$ cat src/sv/i2cw_pkg.sv
// Package for the write-only I2C master: phase and command codes, the
// sequencer state and the result item. Used by i2cw_step and the top level.
// No dependencies.
package i2cw_pkg;

	localparam logic [15:0] HALF_PERIOD_RESET = 16'd5;
	localparam logic [2:0]  LAST_BIT          = 3'd7;

	typedef enum logic [1:0] {
		REQ_NONE  = 2'd0,
		REQ_START = 2'd1,
		REQ_WRITE = 2'd2,
		REQ_STOP  = 2'd3
	} req_t;

	typedef enum logic [3:0] {
		PH_IDLE      = 4'd0,
		PH_START_SDA = 4'd1,
		PH_START_SCL = 4'd2,
		PH_BIT_LOW   = 4'd3,
		PH_BIT_HIGH  = 4'd4,
		PH_ACK_LOW   = 4'd5,
		PH_ACK_HIGH  = 4'd6,
		PH_STOP_LOW  = 4'd7,
		PH_STOP_HIGH = 4'd8
	} phase_t;

	typedef struct packed {
		phase_t      phase;
		logic [2:0]  bit_index;
		logic [7:0]  shift_byte;
		logic [15:0] tick_count;
		logic        scl_drive;
		logic        sda_drive;
	} seq_state_t;

	typedef struct packed {
		logic scl_pull_low;
		logic sda_pull_low;
		logic busy_res;
		logic ack_valid;
		logic ack_received;
	} result_t;

endpackage

$ cat src/sv/i2cw_step.sv
// One tick of the I2C write sequencer: next state and result item from the
// current state, the command and the sampled SDA level.
// Depends on i2cw_pkg.
module i2cw_step (
	input  i2cw_pkg::seq_state_t st,
	input  logic [15:0]          half_period,
	input  logic [1:0]           req_type,
	input  logic [7:0]           data_byte,
	input  logic                 sda_in,
	output i2cw_pkg::seq_state_t st_nxt,
	output i2cw_pkg::result_t    res
);

	logic [15:0] hold;
	logic [16:0] next_cnt;
	logic        done;
	logic        ack_v;
	logic        ack_r;

	assign hold     = (half_period == 16'd0) ? 16'd1 : half_period;
	assign next_cnt = {1'b0, st.tick_count} + 17'd1;
	assign done     = next_cnt >= {1'b0, hold};

	always_comb begin
		st_nxt = st;
		ack_v  = 1'b0;
		ack_r  = 1'b0;
		case (st.phase)
			i2cw_pkg::PH_START_SDA, i2cw_pkg::PH_START_SCL, i2cw_pkg::PH_BIT_LOW,
			i2cw_pkg::PH_BIT_HIGH, i2cw_pkg::PH_ACK_LOW, i2cw_pkg::PH_ACK_HIGH,
			i2cw_pkg::PH_STOP_LOW, i2cw_pkg::PH_STOP_HIGH: begin
				st_nxt.tick_count = next_cnt[15:0];
				if (done) begin
					st_nxt.tick_count = 16'd0;
					case (st.phase)
						i2cw_pkg::PH_START_SDA: begin
							st_nxt.phase     = i2cw_pkg::PH_START_SCL;
							st_nxt.scl_drive = 1'b1;
							st_nxt.sda_drive = 1'b1;
						end
						i2cw_pkg::PH_START_SCL: begin
							st_nxt.phase     = i2cw_pkg::PH_IDLE;
							st_nxt.scl_drive = 1'b1;
							st_nxt.sda_drive = 1'b1;
						end
						i2cw_pkg::PH_BIT_LOW: begin
							st_nxt.phase     = i2cw_pkg::PH_BIT_HIGH;
							st_nxt.scl_drive = 1'b0;
						end
						i2cw_pkg::PH_BIT_HIGH: begin
							if (st.bit_index == i2cw_pkg::LAST_BIT) begin
								st_nxt.phase     = i2cw_pkg::PH_ACK_LOW;
								st_nxt.scl_drive = 1'b1;
								st_nxt.sda_drive = 1'b0;
							end else begin
								st_nxt.bit_index  = st.bit_index + 3'd1;
								st_nxt.shift_byte = {st.shift_byte[6:0], 1'b0};
								st_nxt.phase      = i2cw_pkg::PH_BIT_LOW;
								st_nxt.scl_drive  = 1'b1;
								// A zero bit pulls SDA low.
								st_nxt.sda_drive  = ~st.shift_byte[6];
							end
						end
						i2cw_pkg::PH_ACK_LOW: begin
							st_nxt.phase     = i2cw_pkg::PH_ACK_HIGH;
							st_nxt.scl_drive = 1'b0;
							st_nxt.sda_drive = 1'b0;
						end
						i2cw_pkg::PH_ACK_HIGH: begin
							ack_v            = 1'b1;
							ack_r            = ~sda_in;
							st_nxt.phase     = i2cw_pkg::PH_IDLE;
							st_nxt.scl_drive = 1'b1;
							st_nxt.sda_drive = 1'b1;
						end
						i2cw_pkg::PH_STOP_LOW: begin
							st_nxt.phase     = i2cw_pkg::PH_STOP_HIGH;
							st_nxt.scl_drive = 1'b0;
							st_nxt.sda_drive = 1'b1;
						end
						default: begin
							st_nxt.phase     = i2cw_pkg::PH_IDLE;
							st_nxt.scl_drive = 1'b0;
							st_nxt.sda_drive = 1'b0;
						end
					endcase
				end
			end
			default: begin
				// Idle, or a phase code that means nothing, which counts as idle.
				st_nxt.phase = i2cw_pkg::PH_IDLE;
				case (i2cw_pkg::req_t'(req_type))
					i2cw_pkg::REQ_START: begin
						st_nxt.phase      = i2cw_pkg::PH_START_SDA;
						st_nxt.scl_drive  = 1'b0;
						st_nxt.sda_drive  = 1'b1;
						st_nxt.tick_count = 16'd0;
					end
					i2cw_pkg::REQ_WRITE: begin
						st_nxt.phase      = i2cw_pkg::PH_BIT_LOW;
						st_nxt.shift_byte = data_byte;
						st_nxt.bit_index  = 3'd0;
						st_nxt.scl_drive  = 1'b1;
						st_nxt.sda_drive  = ~data_byte[7];
						st_nxt.tick_count = 16'd0;
					end
					i2cw_pkg::REQ_STOP: begin
						st_nxt.phase      = i2cw_pkg::PH_STOP_LOW;
						st_nxt.scl_drive  = 1'b1;
						st_nxt.sda_drive  = 1'b1;
						st_nxt.tick_count = 16'd0;
					end
					default: begin
					end
				endcase
			end
		endcase
	end

	assign res.scl_pull_low = st_nxt.scl_drive;
	assign res.sda_pull_low = st_nxt.sda_drive;
	assign res.busy_res     = st_nxt.phase != i2cw_pkg::PH_IDLE;
	assign res.ack_valid    = ack_v;
	assign res.ack_received = ack_r;

endmodule

$ cat src/sv/i2c_master_write_engine_top.sv
// Write-only I2C master sequencer, one item per bus tick.
// The result item of an accepted item is registered in out_q, or in skid_q while the output is stalled.
// Throughput: one item per cycle while req_stall is low; the state register's feedback
// through the step logic is the only loop. A two-entry output buffer keeps input flowing.
// Reset (arst_n low, asynchronous): phase idle, drives released, buffer empty,
// half period back to 5 ticks.
// Depends on i2cw_pkg and i2cw_step.
module i2c_master_write_engine_top (
	input  logic        clk,
	input  logic        arst_n,
	input  logic        cfg_we,
	input  logic [15:0] cfg_wdata,
	input  logic        req_valid,
	output logic        req_stall,
	input  logic [1:0]  req_type,
	input  logic [7:0]  data_byte,
	input  logic        sda_in,
	output logic        res_valid,
	input  logic        res_stall,
	output logic        scl_pull_low,
	output logic        sda_pull_low,
	output logic        busy_res,
	output logic        ack_valid,
	output logic        ack_received
);

	i2cw_pkg::seq_state_t st_q;
	i2cw_pkg::seq_state_t st_nxt;
	i2cw_pkg::result_t    res_new;
	i2cw_pkg::result_t    out_q;
	i2cw_pkg::result_t    skid_q;
	logic [15:0]          half_period_q;
	logic                 out_valid_q;
	logic                 skid_valid_q;
	logic                 accept;
	logic                 out_free;

	i2cw_step u_step (
		.st          (st_q),
		.half_period (half_period_q),
		.req_type    (req_type),
		.data_byte   (data_byte),
		.sda_in      (sda_in),
		.st_nxt      (st_nxt),
		.res         (res_new)
	);

	assign req_stall = skid_valid_q;
	assign accept    = req_valid & ~skid_valid_q;
	assign out_free  = ~out_valid_q | ~res_stall;

	always_ff @(posedge clk or negedge arst_n) begin
		if (!arst_n) begin
			half_period_q <= i2cw_pkg::HALF_PERIOD_RESET;
			st_q          <= '{phase: i2cw_pkg::PH_IDLE, default: '0};
			out_valid_q   <= 1'b0;
			skid_valid_q  <= 1'b0;
		end else begin
			if (cfg_we) begin
				half_period_q <= cfg_wdata;
			end
			if (accept) begin
				st_q <= st_nxt;
			end
			if (out_free) begin
				out_valid_q  <= skid_valid_q | accept;
				skid_valid_q <= 1'b0;
			end else if (accept) begin
				skid_valid_q <= 1'b1;
			end
		end
	end

	// Payload of the output buffer; the valid bits above qualify it.
	always_ff @(posedge clk) begin
		if (out_free) begin
			out_q <= skid_valid_q ? skid_q : res_new;
		end else if (accept) begin
			skid_q <= res_new;
		end
	end

	assign res_valid    = out_valid_q;
	assign scl_pull_low = out_q.scl_pull_low;
	assign sda_pull_low = out_q.sda_pull_low;
	assign busy_res     = out_q.busy_res;
	assign ack_valid    = out_q.ack_valid;
	assign ack_received = out_q.ack_received;

endmodule

$ cat config.mk
export PLATFORM = sky130hd
export DESIGN_NAME = i2c_master_write_engine_top
export DESIGN_NICKNAME = d
export VERILOG_FILES = /design/src/sv/i2cw_pkg.sv /design/src/sv/i2cw_step.sv /design/src/sv/i2c_master_write_engine_top.sv
export SDC_FILE = /design/constraint.sdc
export NUM_CORES = 1
export LEC_CHECK = 0
export ABC_AREA = 1
export ABC_CLOCK_PERIOD_IN_PS = 6100
export BUFFER_PORTS_ARGS = -buffer_cell sky130_fd_sc_hd__buf_2
export CORE_ASPECT_RATIO = 0.7
export CORE_MARGIN = 5
export CORE_UTILIZATION = 50
export DETAILED_ROUTE_END_ITERATION = 8
export PLACE_DENSITY = 0.72
export SETUP_SLACK_MARGIN = 0.5
export SYNTH_ARGS = -nofsm -noshare
export SYNTH_HDL_FRONTEND = slang
export SYNTH_SLANG_ARGS = --single-unit
$ cat constraint.sdc
create_clock -name clk -period 6.1 [get_ports clk]
set_input_delay 0.305 -clock clk [delete_from_list [all_inputs] [get_ports clk]]
set_output_delay 0.305 -clock clk [all_outputs]
set_load 0.1 [all_outputs]
Word-level counts from Yosys, hierarchy flattened
Index checks and enable logic that the tools add are counted.
{"block": "word_totals", "register_bits": 60, "latch_bits": 0, "mem_bits_rw": 0, "romBits": 0, "elab_cells": 80, "memories": 0}
{"block": "classes", "n_addsub": 2, "multipliers": 0, "div_mod_pow": 0, "n_lt_le_gt_ge": 1, "n_eq_ne": 15, "n_shift": 0, "n_mux": 22, "bitwise": 10, "reduce_logical": 11}
{"op": "$mux 33", "count": 2}
{"op": "$pmux 18 s3", "count": 1}
{"op": "$mux 11", "count": 3}
{"op": "$pmux 4 s5", "count": 1}
{"op": "$add 16x1->17 const B", "count": 1}
{"op": "$ge 17x16->1", "count": 1}
{"op": "$eq 4x3->1 const B", "count": 4}
{"op": "$logic_not 16->1", "count": 1}
{"op": "$mux 16", "count": 1}
{"op": "$mux 1", "count": 9}
{"op": "$pmux 3 s3", "count": 1}
{"op": "$eq 4x2->1 const B", "count": 2}
{"op": "$reduce_bool 4->1", "count": 2}
{"op": "$reduce_or 8->1", "count": 1}
{"op": "$not 1->1", "count": 7}
{"op": "$mux 5", "count": 1}
{"op": "$reduce_and 5->1", "count": 1}
{"op": "$eq 2x2->1 const B", "count": 2}
{"op": "$eq 4x1->1 const B", "count": 1}
{"op": "$eq 4x4->1 const B", "count": 1}
{"op": "$ne 2x1->1 const B", "count": 2}
{"op": "$reduce_and 2->1", "count": 2}
{"op": "$reduce_bool 2->1", "count": 2}
{"op": "$reduce_or 4->1", "count": 1}
{"op": "other kinds (10)", "count": 11}

Logic depth before layout (Yosys ltp)
Gate-level depths: netlist of the first run.
{"block": "depth", "depth_word": 7, "ltp_mapped": 23, "ltp_nobuf": 22}

Hierarchy
From an unflattened synthesis of the first run, not the netlist that was laid out.
{"block": "unflattened", "cells_unflattened": 607, "hier_area_um2": 4322.9}
{"module": "i2c_master_write_engine_top", "instances": 1, "cells_per_inst": 244, "area_each_um2": 2369.8}
{"module": "i2cw_step", "instances": 1, "cells_per_inst": 363, "area_each_um2": 1953.1}

Worst setup path after synthesis of the first run
No wires, ideal clock.
{"block": "synth_path", "path_kind": "register to register", "startpoint": "reg st_q[2] (netlist bit)", "endpoint": "reg out_q (netlist bit scl_pull_low) (data pin)", "setup_time_ps": 258, "arrival_time_ps": 2684, "required_ps": 5842, "setup_slack_ps": 3158, "stages_incl_launch_ff": 20, "path_buffers": 1, "cell_sequence": "dfrtp_1 nand3_1 nor2_1 nand2_1 nor3_2 nand2_1 nor3_1 xor2_1 inv_1 ha_1 nand2_1 nor3_2 nor2_8 nand2_8 inv_6 nor2_2 buf_6 nand3_2 nand3_2 o21ai_1"}
{"block": "synth_via", "elab_chain_len": 5}
{"element": "from (decl)", "line_no": "i2c_master_write_engine_top.sv:27", "source": "i2cw_pkg::seq_state_t st_q;"}
{"element": "from (signal assigned)", "line_no": "i2c_master_write_engine_top.sv:63", "source": "st_q <= st_nxt;"}
{"element": "$add 16x1->17", "line_no": "i2cw_step.sv:21", "source": "assign next_cnt = {1'b0, st.tick_count} + 17'd1;"}
{"element": "$ge 17x16->1", "line_no": "i2cw_step.sv:22", "source": "assign done = next_cnt >= {1'b0, hold};"}
{"element": "$mux 33", "line_no": "i2cw_step.sv:33", "source": "if (done) begin"}
{"element": "$mux 33", "line_no": "i2cw_step.sv:28", "source": "case (st.phase)"}
{"element": "$mux 5", "line_no": "i2c_master_write_engine_top.sv:77", "source": "out_q <= skid_valid_q ? skid_q : res_new;"}
{"element": "to (signal assigned)", "line_no": "i2c_master_write_engine_top.sv:77"}
{"element": "to (decl)", "line_no": "i2c_master_write_engine_top.sv:30", "source": "i2cw_pkg::result_t out_q;"}
No other way between the ends. The select of a mux whose other input is x is not followed.
A chain may end at the register's enable or synchronous reset.

Final worst setup path of the first run
Ends and elaborated chain as after synthesis.

==> results of run 1 <==
==> stage by stage <==
stage,std cells,power [W],instance area [um2],hold WS (ns)
after CTS,593,0.00172,4030,0.153
final,593,0.00171,4030,0.164
after floorplan,455,0.00120,3580,0.00941
after detailed placement,577,0.00136,3830,0.466
after global placement,577,0.00135,3830,0.464
after global routing,593,0.00185,4030,0.164
==> routing by layer <==
| layer | part of all wire (%) | up-vias | track usage, % |
|---|---|---|---|
| li1 | - | 1529 | - |
| met1 | 52 | 1383 | 26.9 |
| met2 | 40 | 92 | 25.1 |
| met3 | 6.6 | 10 | 4.47 |
| met4 | 1.3 | 0 | 6.20 |
| met5 | 0 | - | 0 |
==> critical path, delay by kind of cell, from the launching register on <==
kind	cells	cell delay, ns
compound gates	1	0.06
flops	1	0.42
buf+inv	2	0.13
fa+ha+maj	1	0.19
simple gates	14	2.10
xor+xnor	1	0.32
==> cell families (layout without fill, tap and decap cells) <==
| kind of cell | count (synthesis) | after routing | synth area share [%] |
|---|---|---|---|
| buffers and inverters | 79 | 123 | 8.94 |
| DFF | 60 | 60 | 43.4 |
| adders and majority gates | 19 | 19 | 6.64 |
| muxes | 1 | 1 | 0.280 |
| AOI/OAI and AO/OA | 54 | 54 | 8.84 |
| xor gates and xnor gates | 12 | 12 | 3.14 |
| and+or+nand+nor | 230 | 230 | 28.8 |
==> sequential cells by signal, indices dropped and copies added (netlist names) <==
name	cells
st_q	32
half_period_q	16
skid_q	5
ack_received	1
ack_valid	1
busy_res	1
req_stall	1
res_valid	1
scl_pull_low	1
sda_pull_low	1
==> final cells by class <==
class,count,area [um2],area share [%]
clock buffers,10,128,3.17
clock inverters,6,65.1,1.62
inverters,69,264,6.56
multi-input cells,316,1710,42.4
flip-flops and latches,60,1550,38.6
well taps,94,118,2.92
repair buffers,38,190,4.72
==> synthesized netlist by cell type (4+ instances only) <==
cell      count
nand2_1     141
o21ai_1       7
nand4_1       9
nand2_2       5
o22ai_1      10
nor2_1       33
edfxtp_1     10
xor2_1       11
clkbuf_1      5
inv_1        64
dfrtp_1      48
nand3_1      26
a21oi_1       4
ha_1         19
o21ai_0      27
==> worst paths after layout <==
kind,depth (start not counted),slack (ns),end
min in group asynchronous,1,0.17,half_period_q[5]$_DFFE_PN0P_
hold / removal,3,0.16,half_period_q[5]$_DFFE_PN0P_
hold reg to reg,2,0.48,st_q[19]$_DFFE_PN0P_
setup / recovery,19,2.61,scl_pull_low$_DFFE_PN_
setup reg to reg,19,2.61,scl_pull_low$_DFFE_PN_
max in group asynchronous,1,5.22,st_q[12]$_DFFE_PN0P_
==> power by group through the flow <==
stage	Sequential [W]	Clock (W)	Combinational, W
finish	0.000597	0.000349	0.000767
global route	0.000608	0.000375	0.000869
CTS	0.000595	0.000359	0.000763
detailed placement	0.000601	0	0.000760
global placement	0.000601	0	0.000748
floorplan	0.000678	0	0.000525
==> results.py, run 1 <==
metrics = {
    "power_and_ir_drop": {
        "seqPwrFrac_pct": 34.9,
        "swShare_pct": 44.8,
        "p_sw_w": 0.000767,
        "irDropWorstVdd_mv": 0.269,
        "p_clk_share_pct": 20.4,
        "cellInternalPower_w": 0.000945,
        "combPwrFrac_pct": 44.8,
        "p_leak_nw": 2.12,
        "power.density_nw_per_um2": 425,
    },
    "hold_path": {
        "hold_class": "primary input to register",
        "hp-start": "cfg_wdata[5]",
    },
    "grt": {
        "track_usage_pct": 17.9,
        "grt_max_degree": 51,
        "grt-ovfl-total": 0,
        "antenna_found_initial": 0,
        "grt_pass1_wl_mm": 12.8,
        "grt_pass1_vias": 2695,
    },
    "clock_network": {
        "cts_hold_buf": 0,
        "cts.path.max_buffers": 2,
        "tritoncts": "yes",
        "cts.clk_slew.worst_paths_ns": 0.07,
        "cts_resized": 0,
        "htreeDepth": 3,
        "post_cts_buffers": 0,
        "cts_num_sinks": 60,
        "clock_latency_ns": 0.34,
        "cts_inserted_buffers": 9,
        "cts_root_buf": "clkbuf_8",
    },
    "critical_path": {
        "slowest_stage": "dfrtp_1",
        "endpoint_kind": "register",
        "cp.required_ns": 6.19,
        "crit_arrival_ns": 3.58,
        "worstPathMaxFanout": 11,
        "worstSetupPathType": "register to register",
        "crit_top_cell": "nand2_1",
        "startpoint": "st_q[2]$_DFFE_PN0P_",
        "worstReg2RegStart": "st_q[2]$_DFFE_PN0P_",
        "crit_chain": "nand3_1 > nor2_1 > nand2_1 > nor3_2 > nand3_1 > nor2_1 > xor2_1 > ha_1 > nand2_1 > inv_1 > nand2_1 > nor3_2 > nor2_8 > nand2_8 > inv_6 > nor2_2 > nand3_2 > nand3_2 > o21ai_1",
        "startpoint_type": "register",
        "crit_path_max_incr_delay_ns": 0.42,
    },
    "floorplanning": {
        "die_h_um": 80.8,
        "start_util_pct": 52.3,
        "fp.coreArea_um2": 6850,
        "ioPinCount": 39,
        "row_count": 25,
        "chipWidth_um": 111,
        "die_area_um2": 8980,
    },
    "final_layout": {
        "final_common_cell": "nand2_1",
        "final_util_pct": 58.8,
        "nNetsFinal": 545,
        "drive_above_1_share_pct": 16.2,
        "fill_cells": 612,
        "area_growth_syn_to_layout_pct": 12.4,
        "final_cell_mix": "nand2_1 (141), inv_1 (64), dfrtp_1 (48), buf_2 (38), nor2_1 (33)",
        "diodes": 0,
    },
    "sta": {
        "min_period_ns": 3.49,
        "setup_ws_ns": 2.61,
        "setup_viol": 0,
        "slew-limit-headroom_pct": 24.9,
        "hold_violations": 0,
        "clock_skew_ns": 0.00871,
        "finalCritPeriodShare_pct": 57.2,
        "grt_setup_unrepaired": "false",
        "worst_slew_pin_slew_ns": 1.13,
        "maxSlewViolCount": 0,
        "tns_ns": 0,
        "fmax_mhz": 287,
    },
    "drt": {
        "routed_wirelength_mm": 7.60,
        "via_per_inst": 5.08,
        "avgRoutedWirePerCell_um": 12.8,
        "drc": 0,
        "dr.pass1.iters": 4,
        "route.vias.total": 3014,
        "antenna_left": 0,
        "drt_iter0_drc": 208,
    },
    "synthesis": {
        "yosysUniqueCellTypes": 36,
        "avgSynthCellArea_um2": 7.87,
        "ys_seq_area_share_pct": 43.4,
        "yosysTopAreaCell": "dfrtp_1",
        "synth-edff-count": 10,
        "synth_warnings": 0,
        "synth_nets": 506,
        "synth_cells": 455,
        "synth-main-ff-cell": "dfrtp_1",
        "synth.area.top_cells": "dfrtp_1 (34%), nand2_1 (15%), edfxtp_1 (8.4%), inv_1 (6.7%), ha_1 (6.6%)",
        "synth_area_um2": 3580,
        "synthArstFlopShare_pct": 83.3,
        "synth_seq_cells": 60,
        "synth_top_cell_area_share_pct": 33.5,
    },
    "run": {
        "drv_cap": 0,
    },
    "place": {
        "gp_congestion": 0.990,
        "portBuffers": 38,
        "hpwl_mm": 5.72,
        "dp_worst_setup_slack_ns": 2.64,
    },
    "run_status": {
        "status": "completed",
    },
}
(Power assumes the default switching activity.)
==> run 2: changes to the inputs <==
--- a/config.mk
+++ b/config.mk
@@ -6,13 +6,13 @@
 export NUM_CORES = 1
 export LEC_CHECK = 0
 export ABC_AREA = 1
-export ABC_CLOCK_PERIOD_IN_PS = 6100
+export ABC_CLOCK_PERIOD_IN_PS = 3100
 export BUFFER_PORTS_ARGS = -buffer_cell sky130_fd_sc_hd__buf_2
 export CORE_ASPECT_RATIO = 0.7
 export CORE_MARGIN = 5
 export CORE_UTILIZATION = 50
 export DETAILED_ROUTE_END_ITERATION = 8
-export PLACE_DENSITY = 0.72
+export PLACE_DENSITY = 0.74
 export SETUP_SLACK_MARGIN = 0.5
 export SYNTH_ARGS = -nofsm -noshare
 export SYNTH_HDL_FRONTEND = slang
==> constraint.sdc (replaced) <==
create_clock -name clk -period 3.1 [get_ports clk]
set_input_delay 0.155 -clock clk [delete_from_list [all_inputs] [get_ports clk]]
set_output_delay 0.155 -clock clk [all_outputs]
set_load 0.1 [all_outputs]
==> run 2 against run 1 <==
Against the previous run:
- the flow now finishes with violations (negative setup slack)
- clock power grew 95%
- combinational power grew to 2.9 times the previous value
- register-to-register slack got worse by 2.6 ns
- clock-buffer cell count unchanged
==> results.py, run 2 (synthesis gave the netlist of run 1 again) <==
metrics = {
    "floorplanning": {
        "fp.coreArea_um2": 6850,
        "ioPinCount": 39,
        "die_area_um2": 8980,
        "row_count": 25,
        "start_util_pct": 52.3,
        "chipWidth_um": 111,
        "die_h_um": 80.8,
    },
    "power_and_ir_drop": {
        "power.density_nw_per_um2": 857,
        "p_leak_nw": 2.43,
        "irDropWorstVdd_mv": 0.551,
    },
    "drt": {
        "dr.pass1.iters": 5,
        "drc": 0,
        "drt_iter0_drc": 178,
        "routed_wirelength_mm": 9.14,
        "via_per_inst": 5.13,
        "avgRoutedWirePerCell_um": 14.3,
        "antenna_left": 0,
        "route.vias.total": 3274,
    },
    "clock_network": {
        "htreeDepth": 3,
        "tritoncts": "yes",
        "cts_num_sinks": 60,
        "clock_latency_ns": 0.35,
        "cts.clk_slew.worst_paths_ns": 0.07,
        "cts_inserted_buffers": 9,
        "cts_root_buf": "clkbuf_8",
        "cts.path.max_buffers": 2,
    },
    "final_layout": {
        "fill_cells": 538,
        "final_common_cell": "nand2_1",
        "largestRegisters": "st_q (32), half_period_q (16), skid_q (5)",
        "nNetsFinal": 590,
        "drive_above_1_share_pct": 34.0,
        "area_growth_syn_to_layout_pct": 31.6,
        "final_util_pct": 68.8,
        "stdcell_area_um2": 4710,
        "diodes": 0,
        "final_cell_mix": "nand2_1 (121), inv_1 (61), dfrtp_1 (48), buf_2 (38), buf_4 (33)",
        "top_register": "st_q",
        "largest_reg_flops": 32,
    },
    "critical_path": {
        "reg2reg_depth": 21,
        "endpoint_kind": "register",
        "startpoint": "st_q[2]$_DFFE_PN0P_",
        "crit_arrival_ns": 3.37,
        "reg2reg_to": "st_q[12]$_DFFE_PN0P_",
        "ff2ff_setup_slack_ns": -0.02,
        "worstReg2RegStart": "st_q[2]$_DFFE_PN0P_",
        "worstSetupPathType": "register to register",
        "worstPathMaxFanout": 6,
        "startpoint_type": "register",
        "cp.required_ns": 3.36,
    },
    "sta": {
        "setup_viol": 4,
        "worst_slew_pin_slew_ns": 0.806,
        "clock_skew_ns": 0.00894,
        "fmax_mhz": 321,
        "min_period_ns": 3.12,
        "maxSlewViolCount": 0,
        "grt_setup_unrepaired": "true",
        "finalCritPeriodShare_pct": 100,
        "slew-limit-headroom_pct": 46.3,
        "hold_violations": 0,
        "setup_ws_ns": -0.0150,
        "tns_ns": -0.0385,
    },
    "run": {
        "drv_cap": 0,
    },
    "place": {
        "gp_congestion": 0.917,
        "hpwl_mm": 6.19,
        "portBuffers": 38,
        "dp_worst_setup_slack_ns": -0.0634,
        "placed_area_um2": 4100,
    },
    "run_status": {
        "violations": "negative setup slack",
        "status": "finished, violations left",
    },
    "grt": {
        "track_usage_pct": 21.3,
        "grt_max_degree": 36,
        "grt_pass1_vias": 3239,
        "grt_pass1_wl_mm": 15.2,
        "grt-ovfl-total": 0,
        "antenna_found_initial": 0,
    },
    "hold_path": {
        "min_path_cells": 3,
        "min_to": "half_period_q[6]$_DFFE_PN0P_",
        "hold_class": "primary input to register",
        "hp-start": "cfg_wdata[6]",
    },
}
-- run 2: changes by cell type in the layout (fill, tap and decap cells not counted), sizes merged --
cell         previous run  this run
nand2                 148       149
dlygate4sd3             0         1
buf                    38        81
-- run 2: timing repair --
item / 4_1_cts / 5_1_grt
buffers inserted: 12 / 3
setup endpoints to repair: 42 / 42
endpoints found under the hold margin: 32 / 0
cloned: 2 / 0
pin swaps: 17 / 15
hold buffers: 1 / 0
gates resized for setup: 42 / 40
-- run 2: critical path: stages, from the launching register on --
cell	delay, ns
dfrtp_1	0.40
ha_2	0.21
nand2_1	0.07
nor2_2	0.09
nand2_2	0.08
inv_2	0.07
nand4_1	0.12
nor2_2	0.15
xor2_1	0.25
ha_1	0.30
nand2_1	0.09
nand2_1	0.06
a21oi_2	0.15
nor3_4	0.07
nor2_8	0.18
nand2_8	0.10
inv_8	0.07
buf_4	0.10
buf_6	0.10
nand3_4	0.08
buf_8	0.17
o22ai_4	0.10
-- run 2: worst max path at each step --
stage | endpoint | slack (ns)
after floorplan | busy_res$_DFFE_PN_ | 0.26
after global placement | busy_res$_DFFE_PN_ | -0.05
after detailed placement | busy_res$_DFFE_PN_ | -0.06
after CTS | busy_res$_DFFE_PN_ | 0.06
after global routing | busy_res$_DFFE_PN_ | -0.23
final | st_q[12]$_DFFE_PN0P_ | -0.02
-- run 2: where the power goes --
group          switching, W  total, W  internal [W]
logic               0.00135   0.00219      0.000840
clock network      0.000317  0.000679      0.000363
registers          0.000142   0.00117       0.00103
total               0.00181   0.00404       0.00223
-- run 2: metrics by stage --
stage / power [W] / hold WS [ns] / cells
global route: 0.00433 / 0.0226 / 638
detailed placement: 0.00288 / 0.287 / 604
global placement: 0.00286 / 0.274 / 604
finish: 0.00404 / 0.0134 / 638
CTS: 0.00385 / 0.00747 / 635
floorplan: 0.00242 / -0.141 / 455
-- run 2: metal layers --
layer	global-route usage, %	share of wire, %	up-vias
met5	0	0	-
met4	8.87	1.7	0
li1	-	-	1626
met1	29.6	47	1547
met2	33.2	46	84
met3	4.24	4.8	17
-- run 2: cell type report --
class | count | area [um2] | share of cell area (%)
Inverter | 69 | 267 | 5.65
Clock buffer | 10 | 128 | 2.71
Sequential cell | 60 | 1550 | 33.0
Timing Repair Buffer | 82 | 564 | 12.0
Tap cell | 94 | 118 | 2.50
Multi-Input combinational cell | 317 | 2030 | 43.0
Clock inverter | 6 | 55.1 | 1.17
